--- src/rtl/core/tkpq_pkg.sv ---
`timescale 1ns / 1ps
`default_nettype none

package tkpq_pkg;

    // Stream payload widths (whole bytes)
    localparam int unsigned IN_W   = 40;
    localparam int unsigned OUT_W  = 16;

    // APB port widths
    localparam int unsigned CFG_AW = 5;
    localparam int unsigned CFG_DW = 32;

    localparam logic [5:0] NO_KEY  = 6'h3F;
    localparam logic [7:0] SAT_MAX = 8'hFF;

    // Register reset values
    localparam logic [7:0]  RST_STABLE_POLLS  = 8'd3;
    localparam logic [7:0]  RST_RELEASE_POLLS = 8'd3;
    localparam logic [15:0] RST_PRESS_MS      = 16'd60;
    localparam logic [15:0] RST_BOOT_HOLD_MS  = 16'd6000;
    localparam logic [5:0]  RST_BUTTON_COUNT  = 6'd16;

    // Register map, word index = paddr[4:2]
    typedef enum logic [2:0] {
        REG_STABLE_POLLS  = 3'd0,
        REG_RELEASE_POLLS = 3'd1,
        REG_PRESS_MS      = 3'd2,
        REG_BOOT_HOLD_MS  = 3'd3,
        REG_BUTTON_COUNT  = 3'd4
    } t_reg_idx;

    typedef struct packed {
        logic [7:0]  stable_polls;
        logic [7:0]  release_polls;
        logic [15:0] press_ms;
        logic [15:0] boot_hold_ms;
        logic [5:0]  button_count;
    } t_cfg;

    typedef struct packed {
        logic        touching;
        logic        button_hit;
        logic [4:0]  button;
        logic        host_ready;
        logic [31:0] now_ms;
    } t_item;

    typedef struct packed {
        logic [5:0]  candidate_key;
        logic [7:0]  candidate_polls;
        logic [7:0]  idle_polls;
        logic [5:0]  active_key;
        logic        armed;
        logic        down_queued;
        logic        key_down;
        logic [31:0] key_up_deadline;
        logic [31:0] boot_deadline;
        logic        boot_deadline_set;
    } t_state;

    typedef struct packed {
        logic       press_shown;
        logic       key_down_sent;
        logic       key_up_sent;
        logic       release_shown;
        logic       boot_request;
        logic [4:0] key;
    } t_result;

    localparam t_state STATE_RST = '{
        candidate_key:     NO_KEY,
        candidate_polls:   8'd0,
        idle_polls:        8'd0,
        active_key:        NO_KEY,
        armed:             1'b1,
        down_queued:       1'b0,
        key_down:          1'b0,
        key_up_deadline:   32'd0,
        boot_deadline:     32'd0,
        boot_deadline_set: 1'b0
    };

    // Deadline passed when (now - deadline) is non-negative as a signed value
    function automatic logic reached(input logic [31:0] now, input logic [31:0] deadline);
        logic [31:0] diff;
        diff = now - deadline;
        return ~diff[31];
    endfunction

endpackage

`default_nettype wire

--- src/rtl/core/tkpq_cfg.sv ---
`timescale 1ns / 1ps
`default_nettype none

module tkpq_cfg (
    input  wire logic                          i_clk,
    input  wire logic                          i_rst_n,
    input  wire logic                          psel,
    input  wire logic                          penable,
    input  wire logic                          pwrite,
    input  wire logic [tkpq_pkg::CFG_AW-1:0]   paddr,
    input  wire logic [tkpq_pkg::CFG_DW-1:0]   pwdata,
    output logic      [tkpq_pkg::CFG_DW-1:0]   prdata,
    output logic                               pready,
    output tkpq_pkg::t_cfg                     o_cfg
);
    import tkpq_pkg::*;

    t_cfg     r_cfg;
    t_reg_idx w_idx;
    logic     w_wr;

    assign pready = 1'b1;
    assign w_idx  = t_reg_idx'(paddr[CFG_AW-1:2]);
    assign w_wr   = psel & penable & pwrite;

    always_ff @(posedge i_clk) begin
        if (!i_rst_n) begin
            r_cfg.stable_polls  <= RST_STABLE_POLLS;
            r_cfg.release_polls <= RST_RELEASE_POLLS;
            r_cfg.press_ms      <= RST_PRESS_MS;
            r_cfg.boot_hold_ms  <= RST_BOOT_HOLD_MS;
            r_cfg.button_count  <= RST_BUTTON_COUNT;
        end else if (w_wr) begin
            unique case (w_idx)
                REG_STABLE_POLLS:  r_cfg.stable_polls  <= pwdata[7:0];
                REG_RELEASE_POLLS: r_cfg.release_polls <= pwdata[7:0];
                REG_PRESS_MS:      r_cfg.press_ms      <= pwdata[15:0];
                REG_BOOT_HOLD_MS:  r_cfg.boot_hold_ms  <= pwdata[15:0];
                REG_BUTTON_COUNT:  r_cfg.button_count  <= pwdata[5:0];
                default: ;
            endcase
        end
    end

    always_comb begin
        unique case (w_idx)
            REG_STABLE_POLLS:  prdata = {24'd0, r_cfg.stable_polls};
            REG_RELEASE_POLLS: prdata = {24'd0, r_cfg.release_polls};
            REG_PRESS_MS:      prdata = {16'd0, r_cfg.press_ms};
            REG_BOOT_HOLD_MS:  prdata = {16'd0, r_cfg.boot_hold_ms};
            REG_BUTTON_COUNT:  prdata = {26'd0, r_cfg.button_count};
            default:           prdata = '0;
        endcase
    end

    assign o_cfg = r_cfg;

endmodule

`default_nettype wire

--- src/rtl/core/tkpq_step.sv ---
`timescale 1ns / 1ps
`default_nettype none

module tkpq_step #(
    parameter int unsigned MAX_BUTTONS = 32
) (
    input  wire tkpq_pkg::t_cfg    i_cfg,
    input  wire tkpq_pkg::t_item   i_item,
    input  wire tkpq_pkg::t_state  i_state,
    output tkpq_pkg::t_state       o_state,
    output tkpq_pkg::t_result      o_result
);
    import tkpq_pkg::*;

    localparam logic [5:0] MAX_CNT = 6'(MAX_BUTTONS);

    t_state     n;
    t_result    res;
    logic [5:0] count;
    logic [5:0] released;
    logic       tb_valid;
    logic       boot_key;

    always_comb begin
        n        = i_state;
        res      = '0;
        released = NO_KEY;
        count    = (i_cfg.button_count > MAX_CNT) ? MAX_CNT : i_cfg.button_count;
        tb_valid = i_item.touching & i_item.button_hit & ({1'b0, i_item.button} < count);

        // Debounce: same button on consecutive polls
        if (n.armed && tb_valid) begin
            if ({1'b0, i_item.button} == n.candidate_key) begin
                if (n.candidate_polls != SAT_MAX) begin
                    n.candidate_polls = n.candidate_polls + 8'd1;
                end
            end else begin
                n.candidate_key   = {1'b0, i_item.button};
                n.candidate_polls = 8'd1;
            end
            if (n.candidate_polls >= i_cfg.stable_polls) begin
                n.active_key        = n.candidate_key;
                n.armed             = 1'b0;
                n.down_queued       = 1'b1;
                n.idle_polls        = 8'd0;
                n.boot_deadline_set = ({1'b0, n.active_key} + 7'd1) == {1'b0, count};
                n.boot_deadline     = n.boot_deadline_set ?
                                      i_item.now_ms + {16'd0, i_cfg.boot_hold_ms} : 32'd0;
                res.press_shown     = 1'b1;
            end
        end else if (n.armed) begin
            n.candidate_key   = NO_KEY;
            n.candidate_polls = 8'd0;
        end

        boot_key = ({1'b0, n.active_key} + 7'd1) == {1'b0, count};

        if (!n.armed) begin
            if (boot_key && tb_valid && ({1'b0, i_item.button} == n.active_key) &&
                n.boot_deadline_set && reached(i_item.now_ms, n.boot_deadline)) begin
                res.boot_request = 1'b1;
            end

            if (i_item.touching) begin
                n.idle_polls = 8'd0;
            end else if (n.idle_polls != SAT_MAX) begin
                n.idle_polls = n.idle_polls + 8'd1;
            end

            if (n.down_queued && i_item.host_ready) begin
                n.down_queued     = 1'b0;
                n.key_down        = 1'b1;
                n.key_up_deadline = i_item.now_ms + {16'd0, i_cfg.press_ms};
                res.key_down_sent = 1'b1;
            end
            if (n.key_down && reached(i_item.now_ms, n.key_up_deadline) &&
                i_item.host_ready) begin
                n.key_down      = 1'b0;
                res.key_up_sent = 1'b1;
            end

            // Normal release once all reports are out
            if (!n.key_down && !n.down_queued &&
                n.idle_polls >= i_cfg.release_polls) begin
                released            = n.active_key;
                n.active_key        = NO_KEY;
                n.candidate_key     = NO_KEY;
                n.candidate_polls   = 8'd0;
                n.armed             = 1'b1;
                n.boot_deadline_set = 1'b0;
                res.release_shown   = 1'b1;
            end
            // Press never reported: drop it on release
            if (n.down_queued && n.idle_polls >= i_cfg.release_polls) begin
                n.down_queued       = 1'b0;
                released            = n.active_key;
                n.active_key        = NO_KEY;
                n.armed             = 1'b1;
                n.boot_deadline_set = 1'b0;
                res.release_shown   = 1'b1;
            end
        end

        if (n.active_key != NO_KEY) begin
            res.key = n.active_key[4:0];
        end else if (released != NO_KEY) begin
            res.key = released[4:0];
        end else begin
            res.key = 5'd0;
        end
    end

    assign o_state  = n;
    assign o_result = res;

endmodule

`default_nettype wire

--- src/rtl/core/touch_key_press_qualifier_core.sv ---
`timescale 1ns / 1ps
// A poll passes through the input register and then the result register to the master side.
// Throughput: one poll per cycle while m_axis_tready keeps the result register draining;
// the qualifier state is updated in one pass between the input register and the result register.
// Reset: synchronous, active low; clears state to armed / no key and loads the
// register defaults (3, 3, 60 ms, 6000 ms, 16 buttons).
`default_nettype none

module touch_key_press_qualifier_core #(
    parameter int unsigned MAX_BUTTONS = 32
) (
    input  wire logic                          i_clk,
    input  wire logic                          i_rst_n,
    // Poll input
    input  wire logic                          s_axis_tvalid,
    output logic                               s_axis_tready,
    // [0] touching, [1] button_hit, [6:2] button, [7] host_ready, [39:8] now_ms
    input  wire logic [tkpq_pkg::IN_W-1:0]     s_axis_tdata,
    // Result output
    output logic                               m_axis_tvalid,
    input  wire logic                          m_axis_tready,
    // [0] press_shown, [1] key_down_sent, [2] key_up_sent, [3] release_shown,
    // [4] boot_request, [9:5] key, [15:10] zero
    output logic      [tkpq_pkg::OUT_W-1:0]    m_axis_tdata,
    // Configuration
    input  wire logic                          psel,
    input  wire logic                          penable,
    input  wire logic                          pwrite,
    input  wire logic [tkpq_pkg::CFG_AW-1:0]   paddr,
    input  wire logic [tkpq_pkg::CFG_DW-1:0]   pwdata,
    output logic      [tkpq_pkg::CFG_DW-1:0]   prdata,
    output logic                               pready
);
    import tkpq_pkg::*;

    t_cfg    w_cfg;

    // Input register
    logic    r_in_valid;
    t_item   r_in_item;
    t_item   w_item;

    // Qualifier state
    t_state  r_state;
    t_state  n_state;
    t_result w_result;

    // Result register
    logic    r_out_valid;
    t_result r_out;

    logic    w_advance;

    tkpq_cfg u_cfg (
        .i_clk   (i_clk),
        .i_rst_n (i_rst_n),
        .psel    (psel),
        .penable (penable),
        .pwrite  (pwrite),
        .paddr   (paddr),
        .pwdata  (pwdata),
        .prdata  (prdata),
        .pready  (pready),
        .o_cfg   (w_cfg)
    );

    // Unpack the poll, lowest field first
    assign w_item.touching   = s_axis_tdata[0];
    assign w_item.button_hit = s_axis_tdata[1];
    assign w_item.button     = s_axis_tdata[6:2];
    assign w_item.host_ready = s_axis_tdata[7];
    assign w_item.now_ms     = s_axis_tdata[39:8];

    // The held poll moves on whenever the result register is free or drains
    assign w_advance     = r_in_valid & (~r_out_valid | m_axis_tready);
    assign s_axis_tready = ~r_in_valid | w_advance;

    always_ff @(posedge i_clk) begin
        if (!i_rst_n) begin
            r_in_valid <= 1'b0;
        end else if (s_axis_tready) begin
            r_in_valid <= s_axis_tvalid;
        end
    end

    always_ff @(posedge i_clk) begin
        if (s_axis_tvalid && s_axis_tready) begin
            r_in_item <= w_item;
        end
    end

    tkpq_step #(
        .MAX_BUTTONS (MAX_BUTTONS)
    ) u_step (
        .i_cfg    (w_cfg),
        .i_item   (r_in_item),
        .i_state  (r_state),
        .o_state  (n_state),
        .o_result (w_result)
    );

    // State commits only when the poll's result is captured
    always_ff @(posedge i_clk) begin
        if (!i_rst_n) begin
            r_state <= STATE_RST;
        end else if (w_advance) begin
            r_state <= n_state;
        end
    end

    always_ff @(posedge i_clk) begin
        if (!i_rst_n) begin
            r_out_valid <= 1'b0;
        end else if (w_advance) begin
            r_out_valid <= 1'b1;
        end else if (m_axis_tready) begin
            r_out_valid <= 1'b0;
        end
    end

    always_ff @(posedge i_clk) begin
        if (w_advance) begin
            r_out <= w_result;
        end
    end

    assign m_axis_tvalid = r_out_valid;
    assign m_axis_tdata  = {6'd0, r_out.key, r_out.boot_request, r_out.release_shown,
                            r_out.key_up_sent, r_out.key_down_sent, r_out.press_shown};

    // A disarmed qualifier always owns a key
    a_active_key: assert property (@(posedge i_clk) disable iff (!i_rst_n)
        !r_state.armed |-> (r_state.active_key != NO_KEY))
        else $error("disarmed without an active key");

    // Pending key-down and an outstanding key-up exclude each other
    a_report_excl: assert property (@(posedge i_clk) disable iff (!i_rst_n)
        !(r_state.down_queued && r_state.key_down))
        else $error("press pending while key is down");

    // Re-arming only happens once no report is outstanding
    a_armed_idle: assert property (@(posedge i_clk) disable iff (!i_rst_n)
        r_state.armed |-> (!r_state.down_queued && !r_state.key_down))
        else $error("armed with a report outstanding");

    // A held poll and the state stay put while the result side is stalled
    a_hold: assert property (@(posedge i_clk) disable iff (!i_rst_n)
        (r_in_valid && !w_advance) |=> (r_in_valid && $stable(r_in_item) && $stable(r_state)))
        else $error("stalled poll or state changed");

endmodule

`default_nettype wire
--- config.mk ---
export PLATFORM = sky130hd
export DESIGN_NAME = touch_key_press_qualifier_core
export DESIGN_NICKNAME = d
export VERILOG_FILES = /design/src/rtl/core/tkpq_pkg.sv /design/src/rtl/core/tkpq_cfg.sv /design/src/rtl/core/tkpq_step.sv /design/src/rtl/core/touch_key_press_qualifier_core.sv
export SDC_FILE = /design/constraint.sdc
export NUM_CORES = 1
export LEC_CHECK = 0
export BUFFER_PORTS_ARGS = -buffer_cell sky130_fd_sc_hd__buf_2
export CAP_MARGIN = 0
export CORE_MARGIN = 5
export CORE_UTILIZATION = 57
export DETAILED_ROUTE_END_ITERATION = 10
export GPL_TIMING_DRIVEN = 0
export HOLD_SLACK_MARGIN = 0.02
export PLACE_DENSITY = 0.77
export SETUP_SLACK_MARGIN = 0.15
export SLEW_MARGIN = 10
export SYNTH_ARGS = -nofsm -noshare
export SYNTH_HDL_FRONTEND = slang
export SYNTH_SLANG_ARGS = --single-unit
--- constraint.sdc ---
create_clock -name i_clk -period 17.7 [get_ports i_clk]
set_input_delay 1.77 -clock i_clk [delete_from_list [all_inputs] [get_ports i_clk]]
set_output_delay 1.77 -clock i_clk [all_outputs]
set_load 0.03 [all_outputs]
## After elaboration in Yosys (flattened, before gate mapping)

Index checks and enable logic that the tools add are counted.

- Flip-flop bits (word level): 202
- Input port bits: 84
- Output and inout bits: 51
- Logic and storage cells: 127

- Add/subtract/negate cells: 8
- $lt $le $gt $ge: 4
- Equal/unequal tests: 12
- Mux-type cells: 41
- Bitwise gates (word level): 12
- Reduce and logical (&&, ||, !) cells: 22

Operators with widths:

| cell | number |
|---|---|
| case mux 16 bit (5 select lines) | 1 |
| two-way mux 34 bit | 2 |
| two-way mux 33 bit | 2 |
| adder 32 x 16 -> 32 bit | 2 |
| subtractor 32 bit | 2 |
| two-way mux 63 bit | 1 |
| two-way mux 8 bit | 7 |
| two-way mux 14 bit | 3 |
| two-way mux 6 bit | 6 |
| two-way mux 16 bit | 2 |
| two-way mux 32 bit | 1 |
| adder 8 x 1 -> 8 bit, second input constant | 2 |
| greater-or-equal comparator 8 bit | 2 |
| inequality test 8 bit, second input constant | 2 |
| adder 6 x 1 -> 7 bit, second input constant | 2 |
| == test 7 x 6 -> 1 bit | 2 |
| two-way mux 1 bit | 13 |
| == test 5 x 6 -> 1 bit | 2 |
| logical AND 1 bit | 12 |
| inequality test 6 bit, second input constant | 2 |
| AND reduction 2 bit | 6 |
| two-way mux 5 bit | 2 |
| two-way mux 7 bit | 1 |
| == test 3 x 2 -> 1 bit, second input constant | 2 |
| 10 further kinds | 20 |

## Longest topological paths before layout

Gate-level depths: netlist of the first run.

- Depth after elaboration: 27
- Mapped depth: 34

## Hierarchy

A second synthesis of the first run with hierarchy kept.

- Cells, all modules: 1786
- Area, all modules: 15060.7 µm²

Modules (own cells, without submodules):

| module | instances | cells an instance | area an instance (µm²) | seq. area each (µm²) |
|---|---|---|---|---|
| tkpq_step | 1 | 1011 | 6864.1 | 0.0 |
| touch_key_press_qualifier_core | 1 | 485 | 5479.0 | 3463.3 |
| tkpq_cfg | 1 | 290 | 2717.6 | 1081.0 |

## Least setup slack after synthesis of the first run

Ideal clock, no wire load.

- Path type: reg2reg
- Start point: register r_in_item[36] (netlist name)
- End point: register r_state[86] (netlist name)
- Setup time: 0.117 ns
- Arrival: 6.307 ns
- Setup slack: 11.277 ns
- Cell stages (with the launch flop): 32
- Buffers on the path: 5
- Clock period less this slack: 6.423 ns
- Cells stage by stage: edfxtp_1 > clkbuf_1 > xor2_1 > nor4_1 > nand3_1 > nor2_1 > ha_1 > nand2b_1 > a211oi_1 > o211ai_1 > nand3_1 > clkbuf_1 > clkbuf_1 > clkbuf_1 > and2_1 > ha_1 > nand2_1 > nor2_1 > nand3_1 > xnor2_1 > or2_2 > ha_1 > nor2b_1 > o21ai_0 > a21oi_1 > o21ai_0 > o21ai_0 > or2_2 > nor3_2 > o22ai_2 > buf_2 > a22o_1

- Longest elaborated chain between the ends: 20
- Elaborated cells between the ends (all ways): 31

RTL lines:

| item | line | text |
|---|---|---|
| start: declaration | touch_key_press_qualifier_core.sv:40 | `t_item r_in_item;` |
| start signal: assignment | touch_key_press_qualifier_core.sv:88 | `r_in_item <= w_item;` |
| == test 5 x 6 -> 1 bit | tkpq_step.sv:33 | `if ({1'b0, i_item.button} == n.candidate_key) begin` |
| two-way mux 8 bit | tkpq_step.sv:33 |  |
| two-way mux 8 bit | tkpq_step.sv:32 | `if (n.armed && tb_valid) begin` |
| greater-or-equal comparator 8 bit | tkpq_step.sv:41 | `if (n.candidate_polls >= i_cfg.stable_polls) begin` |
| two-way mux 16 bit | tkpq_step.sv:41 |  |
| two-way mux 16 bit | tkpq_step.sv:32 |  |
| logical AND 1 bit | tkpq_step.sv:70 | `if (n.down_queued && i_item.host_ready) begin` |
| two-way mux 34 bit | tkpq_step.sv:70 |  |
| [... 2 more ...] | -- |  |
| inverter 1 bit | tkpq_pkg.sv:88 | `return ~diff[31];` |
| logical AND 1 bit (2 in series) | tkpq_step.sv:76 | `if (n.key_down && reached(i_item.now_ms, n.key_up_deadline) &&` |
| two-way mux 1 bit | tkpq_step.sv:76 |  |
| two-way mux 1 bit | tkpq_step.sv:58 | `if (!n.armed) begin` |
| zero test 1 bit | tkpq_step.sv:83 | `if (!n.key_down && !n.down_queued &&` |
| logical AND 1 bit (2 in series) | tkpq_step.sv:83 |  |
| two-way mux 14 bit | tkpq_step.sv:83 |  |
| two-way mux 63 bit * | tkpq_step.sv:58 |  |
| end signal: assignment | touch_key_press_qualifier_core.sv:107 | `r_state <= n_state;` |
| end: declaration | touch_key_press_qualifier_core.sv:44 | `t_state r_state;` |

Every way passes the cells marked *; elsewhere a longest branch is shown, timed or not. The select of a mux whose other input is x is not followed.
A chain may end at the register's enable or synchronous reset.

## Worst setup path after layout of the first run

- Start point: register r_in_item[36] (netlist name)
- End point: register r_state[87] (netlist name)

Same word-level chain as after synthesis.

==> impl_metrics.py, run 1 <==
metrics = {
    "outcome": {
        "status": "finished, final reports clean",
    },
    "yosys": {
        "synth-main-ff-cell": "dfxtp_1",
        "synth_area_mm2": 0.0132,
        "ys_warn_count": 0,
        "yosysTopAreaCell": "dfxtp_1",
        "syn_area_per_cell_um2": 8.59,
        "synth_top_area_share_pct": 23.0,
        "ys_seq_area_share_pct": 34.4,
        "synth_edf_count": 50,
        "synthCells": 1539,
        "synth-seq-cells": 202,
        "async_reset_ff_share_pct": 0,
        "synth_area_leaders": "dfxtp_1, edfxtp_1, ha_1",
        "yosysUniqueCellTypes": 82,
    },
    "clocking": {
        "cts_tree": "built",
        "clockBufferDepth": 3,
        "clock-sinks": 202,
        "ctsRootBufferMaster": "clkbuf_16",
        "postCtsHoldBufs": 0,
        "post_cts_resized": 0,
        "clk_pin_slew_ns": 0.06,
        "postCtsSetupBuffers": 0,
        "cts.htree.levels": 1,
        "cts_made_buffers": 24,
        "clk_latency_ns": 0.53,
    },
    "floorplanning": {
        "io_pins": 135,
        "die_area_mm2": 0.0263,
        "rows": 55,
        "die_h_um": 162,
        "start_util_pct": 58.2,
        "die_w_um": 162,
        "coreArea_mm2": 0.0227,
    },
    "sta": {
        "relSlewSlack_pct": 24.2,
        "fin_crit_sh_pct": 49.2,
        "worst_pin_slew_ns": 1.14,
        "final.setup_skew_ns": 0.0121,
        "setup_tns_ns": 0,
        "period_needed_ns": 8.71,
        "fmax_mhz": 115,
        "report.final.slew_viol_count": 0,
        "rsz0062_at_grt": "no",
        "hold_viol_final": 0,
        "setup_violations": 0,
    },
    "place": {
        "io_buffer_count": 92,
        "place_inst": 1938,
        "gp_congestion": 0.954,
        "dp_hpwl_um": 29900,
    },
    "final_layout": {
        "drive_gt1_share_pct": 11.6,
        "num-nets-final": 1881,
        "final_cells": 1982,
        "n_antenna_cell": 0,
        "layout_commonest_cell": "nand2_1",
        "syn_to_final_growth_pct": 13.2,
        "layout_common_cells": "nand2_1, dfxtp_1, nor2_1, ha_1, a21oi_1",
    },
    "route": {
        "via_per_inst": 6.23,
        "wl_met2_um": 18300,
        "routed_wl_um": 39800,
        "vias": 12300,
        "dr_wl_met3_um": 3590,
        "drt-met1-wl_um": 16400,
        "ant_nets": 0,
        "avgRoutedWirePerCell_um": 20.1,
        "topRoutingLayerUsed": "met4",
        "drc_errors": 0,
        "drtIter0Drc": 1085,
        "dr.pass1.iters": 5,
    },
    "worst_setup_path": {
        "cp_data_arrival_time_ns": 9.12,
        "cp-start-kind": "flop",
        "max_stage_delay_ns": 0.62,
        "path_class": "reg2reg",
        "timing.rr.start": "r_in_item[36]$_DFFE_PP_",
        "crit_path_frequent_cell": "clkbuf_1",
        "crit_path_start": "r_in_item[36]$_DFFE_PP_",
        "cpMaxStageDelayCell": "clkbuf_1",
        "worstSetupEndpointType": "flop",
        "cp_max_fo": 10,
        "critPathRequiredTime_ns": 18.11,
    },
    "job": {
        "drv_cap": 0,
    },
    "grt": {
        "track_usage_pct": 29.5,
        "grt_pass1_vias": 11800,
        "grt_max_degree": 30,
        "antenna_found_initial": 0,
        "grt-ovfl-total": 0,
        "grt_pass1_wl_um": 62900,
    },
    "pwr": {
        "p_per_area_mw_per_mm2": 77.6,
        "vdd_drop_max_v": 0.0000733,
        "p_leak_uw": 0.00596,
    },
    "min_path": {
        "hold_start": "r_state[95]$_SDFFE_PN1P_",
        "min_path_type": "reg2reg",
    },
}
[routing by layer]
layer | GRT usage, % | vias to the layer above
met2 | 48.8 | 601
li1 | - | 5822
met1 | 39.6 | 5810
met4 | 9.77 | 0
met5 | 0 | -
met3 | 4.54 | 110
[sequential cells by signal, indices dropped and copies added, names as in the netlist]
name / cells
m_axis_tdata: 10
r_in_item: 40
r_in_valid: 1
r_state: 96
m_axis_tvalid: 1
u_cfg.o_cfg: 54
[per-stage QoR]
stage	power, uW	hold WS (ns)	instance area, um^2	setup slack [ns]	utilization, %
6_report	1160	0.452	15000	8.99	65.9
5_1_grt	1200	0.476	15000	8.48	65.9
4_1_cts	1160	0.456	15000	9.17	65.8
3_5_place_dp	657	0.444	14100	9.25	62.3
3_3_place_gp	653	0.433	14100	9.45	62.2
2_1_floorplan	611	0.425	13300	11.28	-
[worst max-delay path: cells and delay by family, from the launching register on]
family | cells | cell delay, ns
flip-flops | 1 | 0.39
buffers and inverters | 5 | 2.23
adder cells (fa/ha/maj) | 3 | 0.78
AO/OA/AOI/OAI | 8 | 1.77
AND/OR/NAND/NOR | 13 | 3.12
XOR/XNOR | 2 | 0.31
[kinds of logic (layout without fill, tap and decap cells)]
logic type	after synthesis	count (layout)	share of synthesized area (%)
other cells	2	23	0.0568
simple gates	520	520	18.1
compound gates	401	401	20.2
buf+inv	147	284	5.06
fa+ha+maj	118	118	11.3
xor+xnor	80	80	5.52
flops	202	202	34.4
mux	69	69	5.42
[worst paths after layout]
path                                            endpoint  depth (start not counted)  slack [ns]
worst min register to register  r_state[95]$_SDFFE_PN1P_                          2        0.45
worst max register to register  r_state[87]$_SDFFE_PN0P_                         31        8.99
worst max-delay path            r_state[87]$_SDFFE_PN0P_                         31        8.99
worst min-delay path            r_state[95]$_SDFFE_PN1P_                          2        0.45
[synthesized netlist by cell type (all sizes together), types with 5 or more instances]
cell and n:
nand3 46, o211a 9, o211ai 13, or3 13, nor2b 12, edfxtp 50, a21boi 5, nand2b 21
and4 5, o21a 13, o21bai 7, ha 116, o21ai 85, a22o 12, a2bb2oi 7, inv 43
dfxtp 152, o22ai 8, xnor2 47, a21o 13, nor4 6, and2 10, a22oi 16, a211o 7
a21oi 113, nor3 33, xor2 31, nand4 25, clkbuf 52, a2111oi 7, a211oi 37, nand2 187
and3 11, nor2 139, mux2i 66, a31oi 12, buf 51, o31a 5
[report_power, final]
| part | internal [uW] | switching [uW] | leakage [uW] | total (uW) |
|---|---|---|---|---|
| registers | 486 | 15.3 | 0.00172 | 501 |
| logic | 57.9 | 92.2 | 0.00384 | 150 |
| clock network | 309 | 201 | 0.000398 | 510 |
[layout make-up]
type	instances	area (um^2)
Multi-Input combinational cell	1211	8100
Fill cell	1920	7750
Clock inverter	13	140
Sequential cell	202	4540
Timing Repair Buffer	93	480
Inverter	44	165
Clock buffer	31	668
Buffer	103	504
Tap cell	285	357
Power figures use the tool's default switching activity.
==> run 2, diff against run 1 <==
--- a/config.mk
+++ b/config.mk
@@ -8,11 +8,11 @@
 export BUFFER_PORTS_ARGS = -buffer_cell sky130_fd_sc_hd__buf_2
 export CAP_MARGIN = 0
 export CORE_MARGIN = 5
-export CORE_UTILIZATION = 57
+export CORE_UTILIZATION = 55
 export DETAILED_ROUTE_END_ITERATION = 10
 export GPL_TIMING_DRIVEN = 0
 export HOLD_SLACK_MARGIN = 0.02
-export PLACE_DENSITY = 0.77
+export PLACE_DENSITY = 0.78
 export SETUP_SLACK_MARGIN = 0.15
 export SLEW_MARGIN = 10
 export SYNTH_ARGS = -nofsm -noshare
==> constraint.sdc (replaced) <==
create_clock -name i_clk -period 7.4 [get_ports i_clk]
set_input_delay 0.74 -clock i_clk [delete_from_list [all_inputs] [get_ports i_clk]]
set_output_delay 0.74 -clock i_clk [all_outputs]
set_load 0.03 [all_outputs]
==> impl_metrics.py, run 2 (synthesis results as in run 1) <==
metrics = {
    "sta": {
        "final.setup_skew_ns": 0.00856,
        "fin_crit_sh_pct": 94.4,
        "worst_pin_slew_ns": 1.09,
        "hold_viol_final": 0,
        "timing.final.ws_setup_ns": 0.414,
        "report.final.slew_viol_count": 0,
        "fmax_mhz": 143,
        "fin_hold_ws_ns": 0.394,
        "rsz0062_at_grt": "yes",
        "setup_violations": 0,
        "relSlewSlack_pct": 27.6,
        "period_needed_ns": 6.99,
    },
    "final_layout": {
        "syn_to_final_growth_pct": 14.5,
        "top_register": "r_state",
        "post-route-cell-area_mm2": 0.0151,
        "layout_commonest_cell": "nand2_1",
        "n_fill_cell": 2032,
        "largest_reg_flops": 96,
        "n_antenna_cell": 0,
        "num-nets-final": 1883,
        "drive_gt1_share_pct": 12.9,
        "final_cells": 2016,
        "layout_common_cells": "nand2_1, dfxtp_1, nor2_1, ha_1, a21oi_1",
    },
    "clocking": {
        "postCtsHoldBufs": 0,
        "clk_pin_slew_ns": 0.06,
        "clock-sinks": 202,
        "cts_made_buffers": 23,
        "clk_latency_ns": 0.52,
        "ctsRootBufferMaster": "clkbuf_16",
        "clockBufferDepth": 3,
        "cts.htree.levels": 1,
        "cts_tree": "built",
    },
    "place": {
        "io_buffer_count": 92,
        "place_inst": 1972,
        "place_ws_ns": -0.829,
        "dp_hpwl_um": 29800,
        "gp_congestion": 0.953,
        "placed_area_mm2": 0.0142,
    },
    "grt": {
        "track_usage_pct": 28.4,
        "grt-ovfl-total": 0,
        "antenna_found_initial": 0,
        "grt_max_degree": 31,
        "grt_pass1_wl_um": 61500,
        "grt_pass1_vias": 11500,
    },
    "worst_setup_path": {
        "crit_path_start": "r_in_item[36]$_DFFE_PP_",
        "timing.rr.start": "r_in_item[36]$_DFFE_PP_",
        "cp_data_arrival_time_ns": 7.36,
        "cp_max_fo": 10,
        "critPathRequiredTime_ns": 7.78,
        "path_class": "reg2reg",
        "cp-start-kind": "flop",
        "worstSetupEndpointType": "flop",
    },
    "pwr": {
        "power_uw": 2820,
        "p_per_area_mw_per_mm2": 186,
        "p_leak_uw": 0.00601,
        "vdd_drop_max_v": 0.000173,
    },
    "floorplanning": {
        "io_pins": 135,
        "coreArea_mm2": 0.0235,
        "start_util_pct": 56.2,
        "rows": 56,
        "die_area_mm2": 0.0272,
        "die_w_um": 165,
        "die_h_um": 165,
    },
    "job": {
        "drv_cap": 0,
    },
    "route": {
        "drc_errors": 0,
        "via_per_inst": 6.08,
        "avgRoutedWirePerCell_um": 19.5,
        "dr.pass1.iters": 5,
        "ant_nets": 0,
        "vias": 12300,
        "routed_wl_um": 39300,
        "drtIter0Drc": 1151,
    },
    "min_path": {
        "min_path_type": "in2reg",
        "hold_start": "s_axis_tdata[29]",
    },
    "outcome": {
        "status": "finished, final reports clean",
    },
}
run 2: cell count changes in the layout (fill, tap and decap cells not counted), moves of 3 or more:
cell      previous run  this run
nor2_1             139       136
clkbuf_1            56        45
buf_4               24        28
clkinv_2             5         2
clkbuf_2             0         3
clkbuf_4             0         4
run 2: area by class of cell:
type,count,area [um^2],area share (%)
repair buffers,96,503,3.32
plain buffers,103,527,3.48
clock inverters,11,160,1.06
clock buffers,30,684,4.52
inverters,44,165,1.09
flip-flops and latches,202,4540,30.0
well taps,319,399,2.64
multi-input cells,1211,8160,53.9
run 2: worst max-delay path, cell delays in order, from the launching register on:
cell and delay (ns):
edfxtp_1 0.42, buf_2 0.23, xor2_1 0.18, nor4_2 0.34
nand3_2 0.27, buf_4 0.22, nor3_2 0.26, ha_1 0.26
o21a_1 0.20, nand2_1 0.08, a211o_1 0.32, o21ai_4 0.29
clkbuf_4 0.31, clkbuf_4 0.28, mux2i_1 0.24, ha_1 0.26
a2111oi_0 0.36, o21ai_1 0.13, a311o_1 0.37, a221o_1 0.32
nor3_2 0.32, and3b_1 0.35, nor3_2 0.08, o22ai_2 0.32
buf_2 0.31, a22oi_1 0.11
run 2: what timing repair did:
| item | 4_1_cts | 5_1_grt |
|---|---|---|
| pin swaps | 0 | 2 |
| endpoints found under the setup margin | 25 | 25 |
| gates resized for setup | 12 | 22 |
| buffers inserted | 0 | 3 |
run 2: worst paths after layout:
kind / endpoint / slack, ns / depth (start not counted)
max: r_state[90]$_SDFFE_PN1P_ / 0.41 / 25
min: r_in_item[21]$_DFFE_PP_ / 0.39 / 1
max reg2reg: r_state[90]$_SDFFE_PN1P_ / 0.41 / 25
min reg2reg: r_state[19]$_SDFFE_PN0P_ / 0.46 / 2
run 2: metal layers:
| metal | track usage, % | vias to the layer above | share of wire, % |
|---|---|---|---|
| met4 | 9.45 | 0 | 3.5 |
| li1 | - | 5831 | - |
| met1 | 39.1 | 5813 | 42 |
| met2 | 46.4 | 525 | 47 |
| met5 | 0 | - | 0 |
| met3 | 3.40 | 83 | 7.2 |
run 2: where the power goes:
part           leakage, uW  internal (uW)  switching [uW]
sequential         0.00172           1160            36.5
combinational      0.00388            139             222
clock             0.000406            789             477
total              0.00601           2090             735
run 2: through the flow:
stage,util [%],TNS [ns]
2_1_floorplan,-,0
3_3_place_gp,60.2,-15.32
3_5_place_dp,60.3,-15.71
4_1_cts,64.0,0
5_1_grt,64.3,0
6_report,64.3,0
